### src/design/kmc_pkg.sv
// shared constants, types and helpers for the k-mer mismatch candidate filter
package kmc_pkg;

    localparam int KMER_LEN  = 32;
    localparam int QUARTERS  = 4;
    localparam int QMAX      = (KMER_LEN + QUARTERS - 1) / QUARTERS;
    localparam int QCW       = $clog2(QMAX + 1);
    localparam int TW        = $clog2(QUARTERS * QMAX + 1);
    localparam int IDXW      = $clog2(KMER_LEN);
    localparam int TOTAL_MAX = KMER_LEN / 3;
    localparam int END_MAX   = KMER_LEN / 6;

    typedef logic [QCW-1:0] t_qcount;

    typedef struct packed {
        logic [KMER_LEN-1:0] mask;
        logic [31:0]         edge_id;
        logic [31:0]         offset;
    } t_pair;

    typedef struct packed {
        logic valid;
        logic keep;
    } t_load;

    // first base of quarter q: smallest i with (4*i)/KMER_LEN == q
    function automatic int qstart(input int q);
        return (q * KMER_LEN + QUARTERS - 1) / QUARTERS;
    endfunction

    function automatic int qsize(input int q);
        return qstart(q + 1) - qstart(q);
    endfunction

endpackage

### src/design/kmc_lane.sv
// one quarter lane: base compare and mismatch count over up to QMAX bases
module kmc_lane
    import kmc_pkg::*;
(
    input  logic [2*QMAX-1:0] i_src_bases,
    input  logic [2*QMAX-1:0] i_tgt_bases,
    input  logic [QMAX-1:0]   i_base_en,
    output logic [QMAX-1:0]   o_diff,
    output t_qcount           o_count
);

    always_comb begin
        o_count = '0;
        for (int b = 0; b < QMAX; b++) begin
            o_diff[b] = i_base_en[b] &&
                        (i_src_bases[2*b +: 2] != i_tgt_bases[2*b +: 2]);
            o_count   = o_count + QCW'(o_diff[b]);
        end
    end

endmodule

### src/design/kmc_merge.sv
// merges quarter counts into the keep/drop decision for one pair
module kmc_merge
    import kmc_pkg::*;
(
    input  t_qcount i_counts [QUARTERS],
    input  logic    i_ok,
    output logic    o_keep
);

    logic [TW-1:0] total;

    always_comb begin
        total = '0;
        for (int q = 0; q < QUARTERS; q++) begin
            total = total + TW'(i_counts[q]);
        end
        o_keep = i_ok && (total != '0) && (total <= TW'(TOTAL_MAX)) &&
                 (i_counts[0] <= QCW'(END_MAX)) &&
                 (i_counts[QUARTERS-1] <= QCW'(END_MAX));
    end

endmodule

### src/design/kmc_emit.sv
// serial emitter: one candidate per cycle, lowest mismatching base first
module kmc_emit
    import kmc_pkg::*;
(
    input  logic        i_clk,
    input  logic        i_rst_n,
    input  t_load       i_load,
    input  t_pair       i_pair,
    output logic        o_free,
    output logic        o_result_valid,
    output logic [31:0] o_mismatch_edge,
    output logic [31:0] o_mismatch_position,
    output logic        o_last_of_run
);

    logic [KMER_LEN-1:0] r_mask, n_mask;
    logic [31:0]         r_edge;
    logic [31:0]         r_offset;
    logic                r_valid;
    logic [31:0]         r_out_edge;
    logic [31:0]         r_out_pos;
    logic                r_out_last;
    logic [IDXW-1:0]     idx;
    logic [KMER_LEN-1:0] rest;
    logic                load;

    // lowest set bit wins
    always_comb begin
        idx = '0;
        for (int i = KMER_LEN - 1; i >= 0; i--) begin
            if (r_mask[i]) begin
                idx = IDXW'(i);
            end
        end
    end

    assign rest   = r_mask & (r_mask - KMER_LEN'(1));
    assign o_free = (rest == '0);
    assign load   = o_free && i_load.valid;

    always_comb begin
        if (load) begin
            n_mask = i_load.keep ? i_pair.mask : '0;
        end else begin
            n_mask = rest;
        end
    end

    always_ff @(posedge i_clk) begin
        if (!i_rst_n) begin
            r_mask  <= '0;
            r_valid <= 1'b0;
        end else begin
            r_mask  <= n_mask;
            r_valid <= (r_mask != '0);
        end
    end

    always_ff @(posedge i_clk) begin
        if (load) begin
            r_edge   <= i_pair.edge_id;
            r_offset <= i_pair.offset;
        end
        r_out_edge <= r_edge;
        r_out_pos  <= r_offset + 32'(idx);
        r_out_last <= (rest == '0);
    end

    assign o_result_valid      = r_valid;
    assign o_mismatch_edge     = r_out_edge;
    assign o_mismatch_position = r_out_pos;
    assign o_last_of_run       = r_out_last;

    a_mask_bound: assert property (@(posedge i_clk) disable iff (!i_rst_n)
        $countones(r_mask) <= TOTAL_MAX)
        else $error("emitter holds more mismatches than the total limit");

    a_run_no_gap: assert property (@(posedge i_clk) disable iff (!i_rst_n)
        r_valid && !r_out_last |=> r_valid)
        else $error("candidate run broken before its last transfer");

    a_run_edge: assert property (@(posedge i_clk) disable iff (!i_rst_n)
        r_valid && !r_out_last |=> r_out_edge == $past(r_out_edge))
        else $error("edge id changed inside a candidate run");

endmodule

### src/design/kmer_mismatch_candidate_filter.sv
// top level: quarter lanes, input stage, merge decision and serial emitter
//
// channel  | ports                                          | handshake
// ---------+------------------------------------------------+-------------------------
// pair in  | i_source_kmer i_target_kmer i_target_in_graph  | start high, busy low
//          | i_edge_id i_edge_offset                        |
// cand out | o_mismatch_edge o_mismatch_position            | o_result_valid, one cycle
//          | o_last_of_run                                  |
//
// a transfer is registered after the lane compare; once the emitter takes the pair,
// its first candidate passes the emitter mask register and then the output registers
// the emitter works through a pair with n candidates (n <= KMER_LEN/3) one at a time;
// rejected pairs stream one per cycle while no kept pair holds the emitter
// busy rises only when the input stage holds a pair the emitter cannot take yet
// reset (synchronous, low) empties the input stage and the emitter
// results cannot be held off by the receiver
module kmer_mismatch_candidate_filter
    import kmc_pkg::*;
(
    input  logic        i_clk,
    input  logic        i_rst_n,
    input  logic        start,
    output logic        busy,
    input  logic [63:0] i_source_kmer,
    input  logic [63:0] i_target_kmer,
    input  logic        i_target_in_graph,
    input  logic [31:0] i_edge_id,
    input  logic [39:0] i_edge_offset,
    output logic        o_result_valid,
    output logic [31:0] o_mismatch_edge,
    output logic [31:0] o_mismatch_position,
    output logic        o_last_of_run
);

    logic [QMAX-1:0]     lane_diff  [QUARTERS];
    t_qcount             lane_count [QUARTERS];
    logic [KMER_LEN-1:0] diff_mask;

    logic                r_s1_valid;
    logic [KMER_LEN-1:0] r_s1_mask;
    t_qcount             r_s1_count [QUARTERS];
    logic [31:0]         r_s1_edge;
    logic [31:0]         r_s1_offset;
    logic                r_s1_ok;
    logic                n_s1_valid;

    logic                accept;
    logic                take;
    logic                emit_free;
    logic                keep;
    t_load               load;
    t_pair               pair;

    for (genvar q = 0; q < QUARTERS; q++) begin : g_lane
        kmc_lane u_lane (
            .i_src_bases ((2*QMAX)'(i_source_kmer >> (2 * qstart(q)))),
            .i_tgt_bases ((2*QMAX)'(i_target_kmer >> (2 * qstart(q)))),
            .i_base_en   (QMAX'((1 << qsize(q)) - 1)),
            .o_diff      (lane_diff[q]),
            .o_count     (lane_count[q])
        );
    end

    // place each lane's bits back at its base positions
    always_comb begin
        logic [KMER_LEN+QMAX-1:0] acc;
        acc = '0;
        for (int q = 0; q < QUARTERS; q++) begin
            acc = acc | ((KMER_LEN + QMAX)'(lane_diff[q]) << qstart(q));
        end
        diff_mask = acc[KMER_LEN-1:0];
    end

    assign take       = r_s1_valid && emit_free;
    assign busy       = r_s1_valid && !emit_free;
    assign accept     = start && !busy;
    assign n_s1_valid = accept || (r_s1_valid && !take);

    always_ff @(posedge i_clk) begin
        if (!i_rst_n) begin
            r_s1_valid <= 1'b0;
        end else begin
            r_s1_valid <= n_s1_valid;
        end
    end

    always_ff @(posedge i_clk) begin
        if (accept) begin
            r_s1_mask   <= diff_mask;
            r_s1_count  <= lane_count;
            r_s1_edge   <= i_edge_id;
            r_s1_offset <= i_edge_offset[31:0];
            // large offsets yield nothing
            r_s1_ok     <= i_target_in_graph && (i_edge_offset[39:32] == '0);
        end
    end

    kmc_merge u_merge (
        .i_counts (r_s1_count),
        .i_ok     (r_s1_ok),
        .o_keep   (keep)
    );

    assign load.valid   = r_s1_valid;
    assign load.keep    = keep;
    assign pair.mask    = r_s1_mask;
    assign pair.edge_id = r_s1_edge;
    assign pair.offset  = r_s1_offset;

    kmc_emit u_emit (
        .i_clk               (i_clk),
        .i_rst_n             (i_rst_n),
        .i_load              (load),
        .i_pair              (pair),
        .o_free              (emit_free),
        .o_result_valid      (o_result_valid),
        .o_mismatch_edge     (o_mismatch_edge),
        .o_mismatch_position (o_mismatch_position),
        .o_last_of_run       (o_last_of_run)
    );

    a_accept_held: assert property (@(posedge i_clk) disable iff (!i_rst_n)
        accept |=> r_s1_valid)
        else $error("accepted pair not held in the input stage");

    a_stall_holds: assert property (@(posedge i_clk) disable iff (!i_rst_n)
        busy |=> r_s1_valid && $stable(r_s1_mask))
        else $error("stalled pair changed in the input stage");

endmodule

### config.mk
export PLATFORM = sky130hd
export DESIGN_NAME = kmer_mismatch_candidate_filter
export DESIGN_NICKNAME = d
export VERILOG_FILES = /design/src/design/kmc_pkg.sv /design/src/design/kmc_lane.sv /design/src/design/kmc_merge.sv /design/src/design/kmc_emit.sv /design/src/design/kmer_mismatch_candidate_filter.sv
export SDC_FILE = /design/constraint.sdc
export NUM_CORES = 1
export LEC_CHECK = 0
export ABC_CLOCK_PERIOD_IN_PS = 8050
export CELL_PAD_IN_SITES_DETAIL_PLACEMENT = 0
export CELL_PAD_IN_SITES_GLOBAL_PLACEMENT = 1
export CORE_MARGIN = 2
export CORE_UTILIZATION = 46
export DETAILED_ROUTE_END_ITERATION = 10
export DONT_BUFFER_PORTS = 1
export PLACE_DENSITY = 0.81
export RECOVER_POWER = 100
export SYNTH_ARGS = -nofsm -noshare
export SYNTH_HDL_FRONTEND = slang
export SYNTH_SLANG_ARGS = --single-unit
### constraint.sdc
create_clock -name i_clk -period 8.05 [get_ports i_clk]
set_input_delay 0.4025 -clock i_clk [delete_from_list [all_inputs] [get_ports i_clk]]
set_output_delay 0.4025 -clock i_clk [all_outputs]
set_load 0.1 [all_outputs]
* Yosys cells after proc, flatten, opt, wreduce, memory -nomap -nowiden
Cells that the tools add are included.
** Word-level totals
- Input port bits :: 204
- Register bits after elaboration :: 276
- Output and inout port bits :: 67
- Word-level logic and storage cells :: 139
** Operators by class
- Bitwise logic cells :: 4
- Equality and inequality tests :: 32
- Mux-type cells :: 34
- Reduce and logical (&&, ||, !) cells :: 17
- Order comparisons :: 3
- $add $sub $neg :: 33
** Operators by type and width (count)
- 5-bit 2-to-1 mux :: 32
- 4-bit by 1-bit adder with 4-bit output :: 24
- 32-bit 2-to-1 mux :: 2
- 2-bit != test :: 32
- 32-bit by 5-bit adder with 32-bit output :: 1
- 32-bit bitwise AND :: 1
- 32-bit logical NOT :: 1
- 24-bit by 32-bit bitwise OR with 32-bit output :: 1
- 32-bit nonzero test :: 1
- 32-bit by 1-bit subtractor with 32-bit output, second input constant :: 1
- 16-bit by 24-bit bitwise OR with 24-bit output :: 1
- 8-bit by 16-bit bitwise OR with 16-bit output :: 1
- 6-bit by 4-bit adder with 6-bit output :: 2
- 1-bit logical AND :: 9
- 1-bit by 1-bit adder with 2-bit output :: 4
- 4-bit by 3-bit less-or-equal comparator with 1-bit output, second input constant :: 2
- 8-bit logical NOT :: 1
- 6-bit by 4-bit less-or-equal comparator with 1-bit output, second input constant :: 1
- 6-bit nonzero test :: 1
- 4-bit by 4-bit adder with 5-bit output :: 1
- 1-bit logical NOT :: 3
- 1-bit logical OR :: 1

* Logic depth before layout (Yosys ltp)
- Depth in word-level cells :: 33
- Mapped depth :: 16
- Gate-level depth less buffers :: 16

* Hierarchy
From an unflattened synthesis, not the netlist that was laid out.
** Second synthesis, totals
- Cell total of the unflattened synthesis :: 811
- Area, all modules :: 11244.5 um^2
** By module, submodules not included
- kmc_emit :: area each 5868.1 um^2, instances 1, cells each 469, seq. area each 3883.7 um^2
- kmer_mismatch_candidate_filter :: area each 3458.3 um^2, instances 1, cells each 121, seq. area each 3413.3 um^2
- kmc_lane :: area each 397.9 um^2, instances 4, cells each 48, seq. area each 0.0 um^2
- kmc_merge :: area each 326.6 um^2, instances 1, cells each 29, seq. area each 0.0 um^2

* Least setup slack after synthesis
No wires, ideal clock.
- Path kind :: register to register
- Start point :: register u_emit.r_mask[8]
- End point :: register r_s1_count[0] in the netlist's numbering (enable)
- Setup slack :: -306 ps
- Path buffers :: 2
- Arrival :: 7759 ps
- Data required time :: 7453 ps
- Clock period less this slack :: 8356 ps
- Library setup time :: 597 ps
- Stages on the path, launching flop included :: 10
- Cell sequence :: dfxtp_1 clkbuf_1 nor4_2 nand4_2 buf_6 nor3_2 a21oi_1 a2111o_1 o21a_1 nor2b_1
** On the way
- Longest elaborated chain between the ends :: 7
** Ends and longest elaborated chain
- start: declaration :: line kmc_emit.sv:16 : logic [KMER_LEN-1:0] r_mask, n_mask;
- start signal: assignment :: line kmc_emit.sv:54 : r_mask <= n_mask;
- 32-bit by 1-bit subtractor with 32-bit output :: line kmc_emit.sv:37 : assign rest = r_mask & (r_mask - KMER_LEN'(1));
- 32-bit bitwise AND * :: line kmc_emit.sv:37
- 32-bit logical NOT * :: line kmc_emit.sv:38 : assign o_free = (rest == '0);
- 1-bit logical NOT * :: line kmer_mismatch_candidate_filter.sv:75 : assign busy = r_s1_valid && !emit_free;
- 1-bit logical AND * :: line kmer_mismatch_candidate_filter.sv:75
- via busy :: line kmer_mismatch_candidate_filter.sv:23 : output logic busy,
- 1-bit logical NOT * :: line kmer_mismatch_candidate_filter.sv:76 : assign accept = start && !busy;
- 1-bit logical AND * :: line kmer_mismatch_candidate_filter.sv:76
- via accept :: line kmer_mismatch_candidate_filter.sv:47 : logic accept;
- end signal: assignment :: line kmer_mismatch_candidate_filter.sv:90 : r_s1_count <= lane_count;
- end: declaration :: line kmer_mismatch_candidate_filter.sv:41 : t_qcount r_s1_count [QUARTERS];
Mark *: on every way through the listed nets, which the timed path passes. The rest lies on a longest branch.
A chain may end at the register's enable or synchronous reset.

* Final worst setup path
- Start point :: register u_emit.r_mask[1]
- End point :: register r_s1_edge[6] (enable)
** On the way
- Longest elaborated chain between the ends :: 7
** Ends and longest elaborated chain
- 32-bit by 1-bit subtractor with 32-bit output :: line kmc_emit.sv:37
- 32-bit bitwise AND * :: line kmc_emit.sv:37
- 32-bit logical NOT * :: line kmc_emit.sv:38
- 1-bit logical NOT * :: line kmer_mismatch_candidate_filter.sv:75
- 1-bit logical AND * :: line kmer_mismatch_candidate_filter.sv:75
- via busy :: line kmer_mismatch_candidate_filter.sv:23
- 1-bit logical NOT * :: line kmer_mismatch_candidate_filter.sv:76
- 1-bit logical AND * :: line kmer_mismatch_candidate_filter.sv:76
- via accept :: line kmer_mismatch_candidate_filter.sv:47
- end signal: assignment :: line kmer_mismatch_candidate_filter.sv:91 : r_s1_edge <= i_edge_id;
- end: declaration :: line kmer_mismatch_candidate_filter.sv:42 : logic [31:0] r_s1_edge;
Marked as above.

==> flow_metrics.env <==
export IMPL_status="finished, violations left"
export IMPL_htree_levels=1
export IMPL_crit_slowest_cell="nor4_1"
export IMPL_cts_setup_buffers=0
export IMPL_synth_nets=1025
export IMPL_cts_buffers_inserted=28
export IMPL_regToRegEndpoint="r_s1_edge[6]$_DFFE_PP_"
export IMPL_rows=56
export IMPL_cpLargestDelayFamily="simple AND/OR/NAND/NOR gates"
export IMPL_ir_drop_uv=197
export IMPL_clk_pin_slew_ns=0.06
export IMPL_preCtsSetupSlack_ns=3.40
export IMPL_fin_crit_ns=5.73
export IMPL_grt_ovfl_total=0
export IMPL_synth_seq_cells=276
export IMPL_portBuffers=0
export IMPL_worstPathMaxFanout=73
export IMPL_ys_seq_area_frac=0.668
export IMPL_io_pins=271
export IMPL_failed_checks="capacitance limit, slew limit"
export IMPL_grt_pass1_wl_um=31600
export IMPL_multi_input_area_mm2=0.00333
export IMPL_cp_slowest_stage_delay_ns=1.15
export IMPL_hold_viol=0
export IMPL_viasPerCell=5.13
export IMPL_ctsHoldBuffers=66
export IMPL_dieArea_mm2=0.0250
export IMPL_grt_max_degree=74
export IMPL_cts_root_buf="clkbuf_16"
export IMPL_total_leakage_power_uw=0.00482
export IMPL_synth_area_mm2=0.0109
export IMPL_remaining_drc_errors=0
export IMPL_cp_start_kind="flop"
export IMPL_routed_wirelength_um=21100
export IMPL_ctsResizeCount=0
export IMPL_maxSlewHeadroom=-0.105
export IMPL_postSynth_asyncResetShare=0
export IMPL_slew_viol_final=65
export IMPL_cp_arrival_ns=5.87
export IMPL_hp_start="i_rst_n"
export IMPL_worstMarginPinSlew_ns=1.66
export IMPL_drive_gt1_frac=0.0661
export IMPL_hold_path_class="input pin to flop"
export IMPL_synthAdderAreaFrac=0.0726
export IMPL_total_power_uw=3960
export IMPL_numClockSinks=276
export IMPL_required_ns=8.18
export IMPL_fillers=1923
export IMPL_core_area_mm2=0.0234
export IMPL_worstHoldPathCells=1
export IMPL_critical_path_most_common_cell="nor4_1"
export IMPL_synthSimpleGateAreaFrac=0.0846
export IMPL_path_class="flop to flop"
export IMPL_start_util=0.467
export IMPL_dr_pass1_iters=5
export IMPL_crit_chain="nor4_1, nand4_1, nor4_1, o211ai_1, or4_1, o21a_1, nor2b_4, buf_4"
export IMPL_fin_hold_ws_ns=0.0495
export IMPL_layout_common_cells="177 x edfxtp_1, 99 x dfxtp_1, 87 x xnor2_1, 66 x dlygate4sd3_1, 56 x nand2_1"
export IMPL_postPlaceCellArea_mm2=0.0113
export IMPL_finClkSkew_ns=0.0124
export IMPL_synth_avg_cell_area_um2=14.1
export IMPL_die_height_um=158
export IMPL_fmax_mhz=174
export IMPL_layout_commonest_cell="edfxtp_1"
export IMPL_pwr_density_cell_mw_per_mm2=309
export IMPL_grt_setup_unrepaired="false"
export IMPL_crit_buf_inv=1
export IMPL_synth_cell_type_count=59
export IMPL_r2r_setup_slack_ns=2.32
export IMPL_reg2reg_depth=8
export IMPL_final_area_mm2=0.0128
export IMPL_drt_first_iter_violations=451
export IMPL_fin_ws_ns=2.32
export IMPL_dp_hpwl_um=14700
export IMPL_tns_ns=0
export IMPL_die_w_um=158
export IMPL_drv_cap=1
export IMPL_synth_mux_area_frac=0
export IMPL_grt_total_usage=0.164
export IMPL_fin_nets=1107
export IMPL_grt_pass1_vias=5990
export IMPL_num_antenna_cells=0
export IMPL_clockBufferDepth=3
export IMPL_synthXorXnorAreaFrac=0.0809
export IMPL_timing_rr_start="u_emit.r_mask[1]$_SDFF_PN0_"
export IMPL_synthCells=773
export IMPL_min_to="u_emit.r_mask[26]$_SDFF_PN0_"
export IMPL_cts_tree="yes"
export IMPL_syn_to_final_growth_pct=17.5
export IMPL_synth_ff_type="edfxtp_1"
export IMPL_antenna_left=0
export IMPL_synth_top_family_by_area="simple AND/OR/NAND/NOR gates"
export IMPL_wl_per_cell_um=17.6
export IMPL_synth_compound_area_frac=0.0678
export IMPL_register_area_mm2=0.00730
export IMPL_setup_viol=0
export IMPL_timing_final_crit_share=0.712
export IMPL_yosys_warnings=0
export IMPL_synth_edf_count=177
export IMPL_antenna_found_initial=0
export IMPL_clock_latency_ns=0.52
export IMPL_worstSetupEndpointType="flop"
export IMPL_num_vias=6132
export IMPL_place_gp_congestion=0.838
## cell usage after synthesis, types with 3 or more instances
master     number  area (um^2)
nand3_1        16         80.1
xor2_1         14          123
o21bai_1        3         22.5
nor3_1         13         65.1
o2bb2ai_1       6         52.6
fa_1           23          460
a32o_1         18          180
a21o_1          4         30.0
dfxtp_1        99         1980
a21oi_1        20          100
or2_2           3         18.8
o21a_1          6         45.0
o211ai_1        3         22.5
nor2b_1         8         50.1
a2bb2o_1        5         50.1
o31ai_1         3         22.5
or3_1           5         31.3
nand2_1        56          210
nor4_1          9         56.3
nand2b_1        3         18.8
o21ai_0        11         55.1
or4_1           7         52.6
edfxtp_1      177         5320
nor2_1         28          105
clkbuf_1       11         41.3
nand4_1         7         43.8
inv_1          55          206
ha_1           25          313
and2_1          3         18.8
buf_4           3         22.5
and3_1          4         25.0
xnor2_1        87          762
## how the worst max path moves through the flow
stage / endpoint / startpoint / depth (start not counted)
CTS: r_s1_edge[0]$_DFFE_PP_ / u_emit.r_mask[1]$_SDFF_PN0_ / 8
finish: r_s1_edge[6]$_DFFE_PP_ / u_emit.r_mask[1]$_SDFF_PN0_ / 8
floorplan: r_s1_count[0]$_DFFE_PP_ / u_emit.r_mask[8]$_SDFF_PN0_ / 9
global route: r_s1_edge[14]$_DFFE_PP_ / u_emit.r_mask[1]$_SDFF_PN0_ / 8
global placement: r_s1_edge[17]$_DFFE_PP_ / u_emit.r_mask[1]$_SDFF_PN0_ / 8
detailed placement: r_s1_edge[5]$_DFFE_PP_ / u_emit.r_mask[0]$_SDFF_PN0_ / 8
## final cells by class
cell class	count	area share
clock buffer	36	0.0609
clock inverter	16	0.0116
inverter	55	0.0161
multi-input combinational	425	0.259
sequential	276	0.568
tap	319	0.0311
timing repair buffer	69	0.0530
## cells by family after synthesis
kind of cell,after synthesis
AOI/OAI and AO/OA,99
xor gates and xnor gates,101
adders and majority gates,50
buffers and inverters,72
DFF,276
and+or+nand+nor,175
## through the flow
stage | util | cells
floorplan | - | 773
global placement | 0.482 | 1078
detailed placement | 0.482 | 1078
CTS | 0.550 | 1196
global route | 0.549 | 1196
finish | 0.549 | 1196
## metal layers
layer | wire length [um] | GRT usage | up-vias | part of all wire
met5 | 0 | 0 | - | 0
met4 | 316 | 0.0433 | 0 | 0.015
met3 | 1670 | 0.0307 | 25 | 0.079
met2 | 10700 | 0.288 | 255 | 0.51
met1 | 8380 | 0.210 | 2905 | 0.40
li1 | - | - | 2947 | -
## registers in the layout, summed over array words and instances (netlist names)
register	flops
r_s1_count	16
r_s1_edge	32
r_s1_mask	32
r_s1_offset	32
r_s1_ok	1
r_s1_valid	1
u_emit.o_last_of_run	1
u_emit.o_mismatch_edge	32
u_emit.o_mismatch_position	32
u_emit.o_result_valid	1
u_emit.r_edge	32
u_emit.r_mask	32
u_emit.r_offset	32
## worst register-to-register path: stages, from the launching register on
cell and delay [ns]:
dfxtp_1 0.39, nor4_1 1.15, nand4_1 0.85, nor4_1 0.58
o211ai_1 0.15, or4_1 0.53, o21a_1 0.63, nor2b_4 0.26
buf_4 0.72
## where the power goes
part	total (uW)	internal [uW]	switching [uW]	leakage, uW
registers	1950	1650	294	0.00250
clock network	1270	753	520	0.000459
logic	745	337	408	0.00186
total	3960	2740	1220	0.00482
No activity file was read; power rests on OpenSTA's default activity.
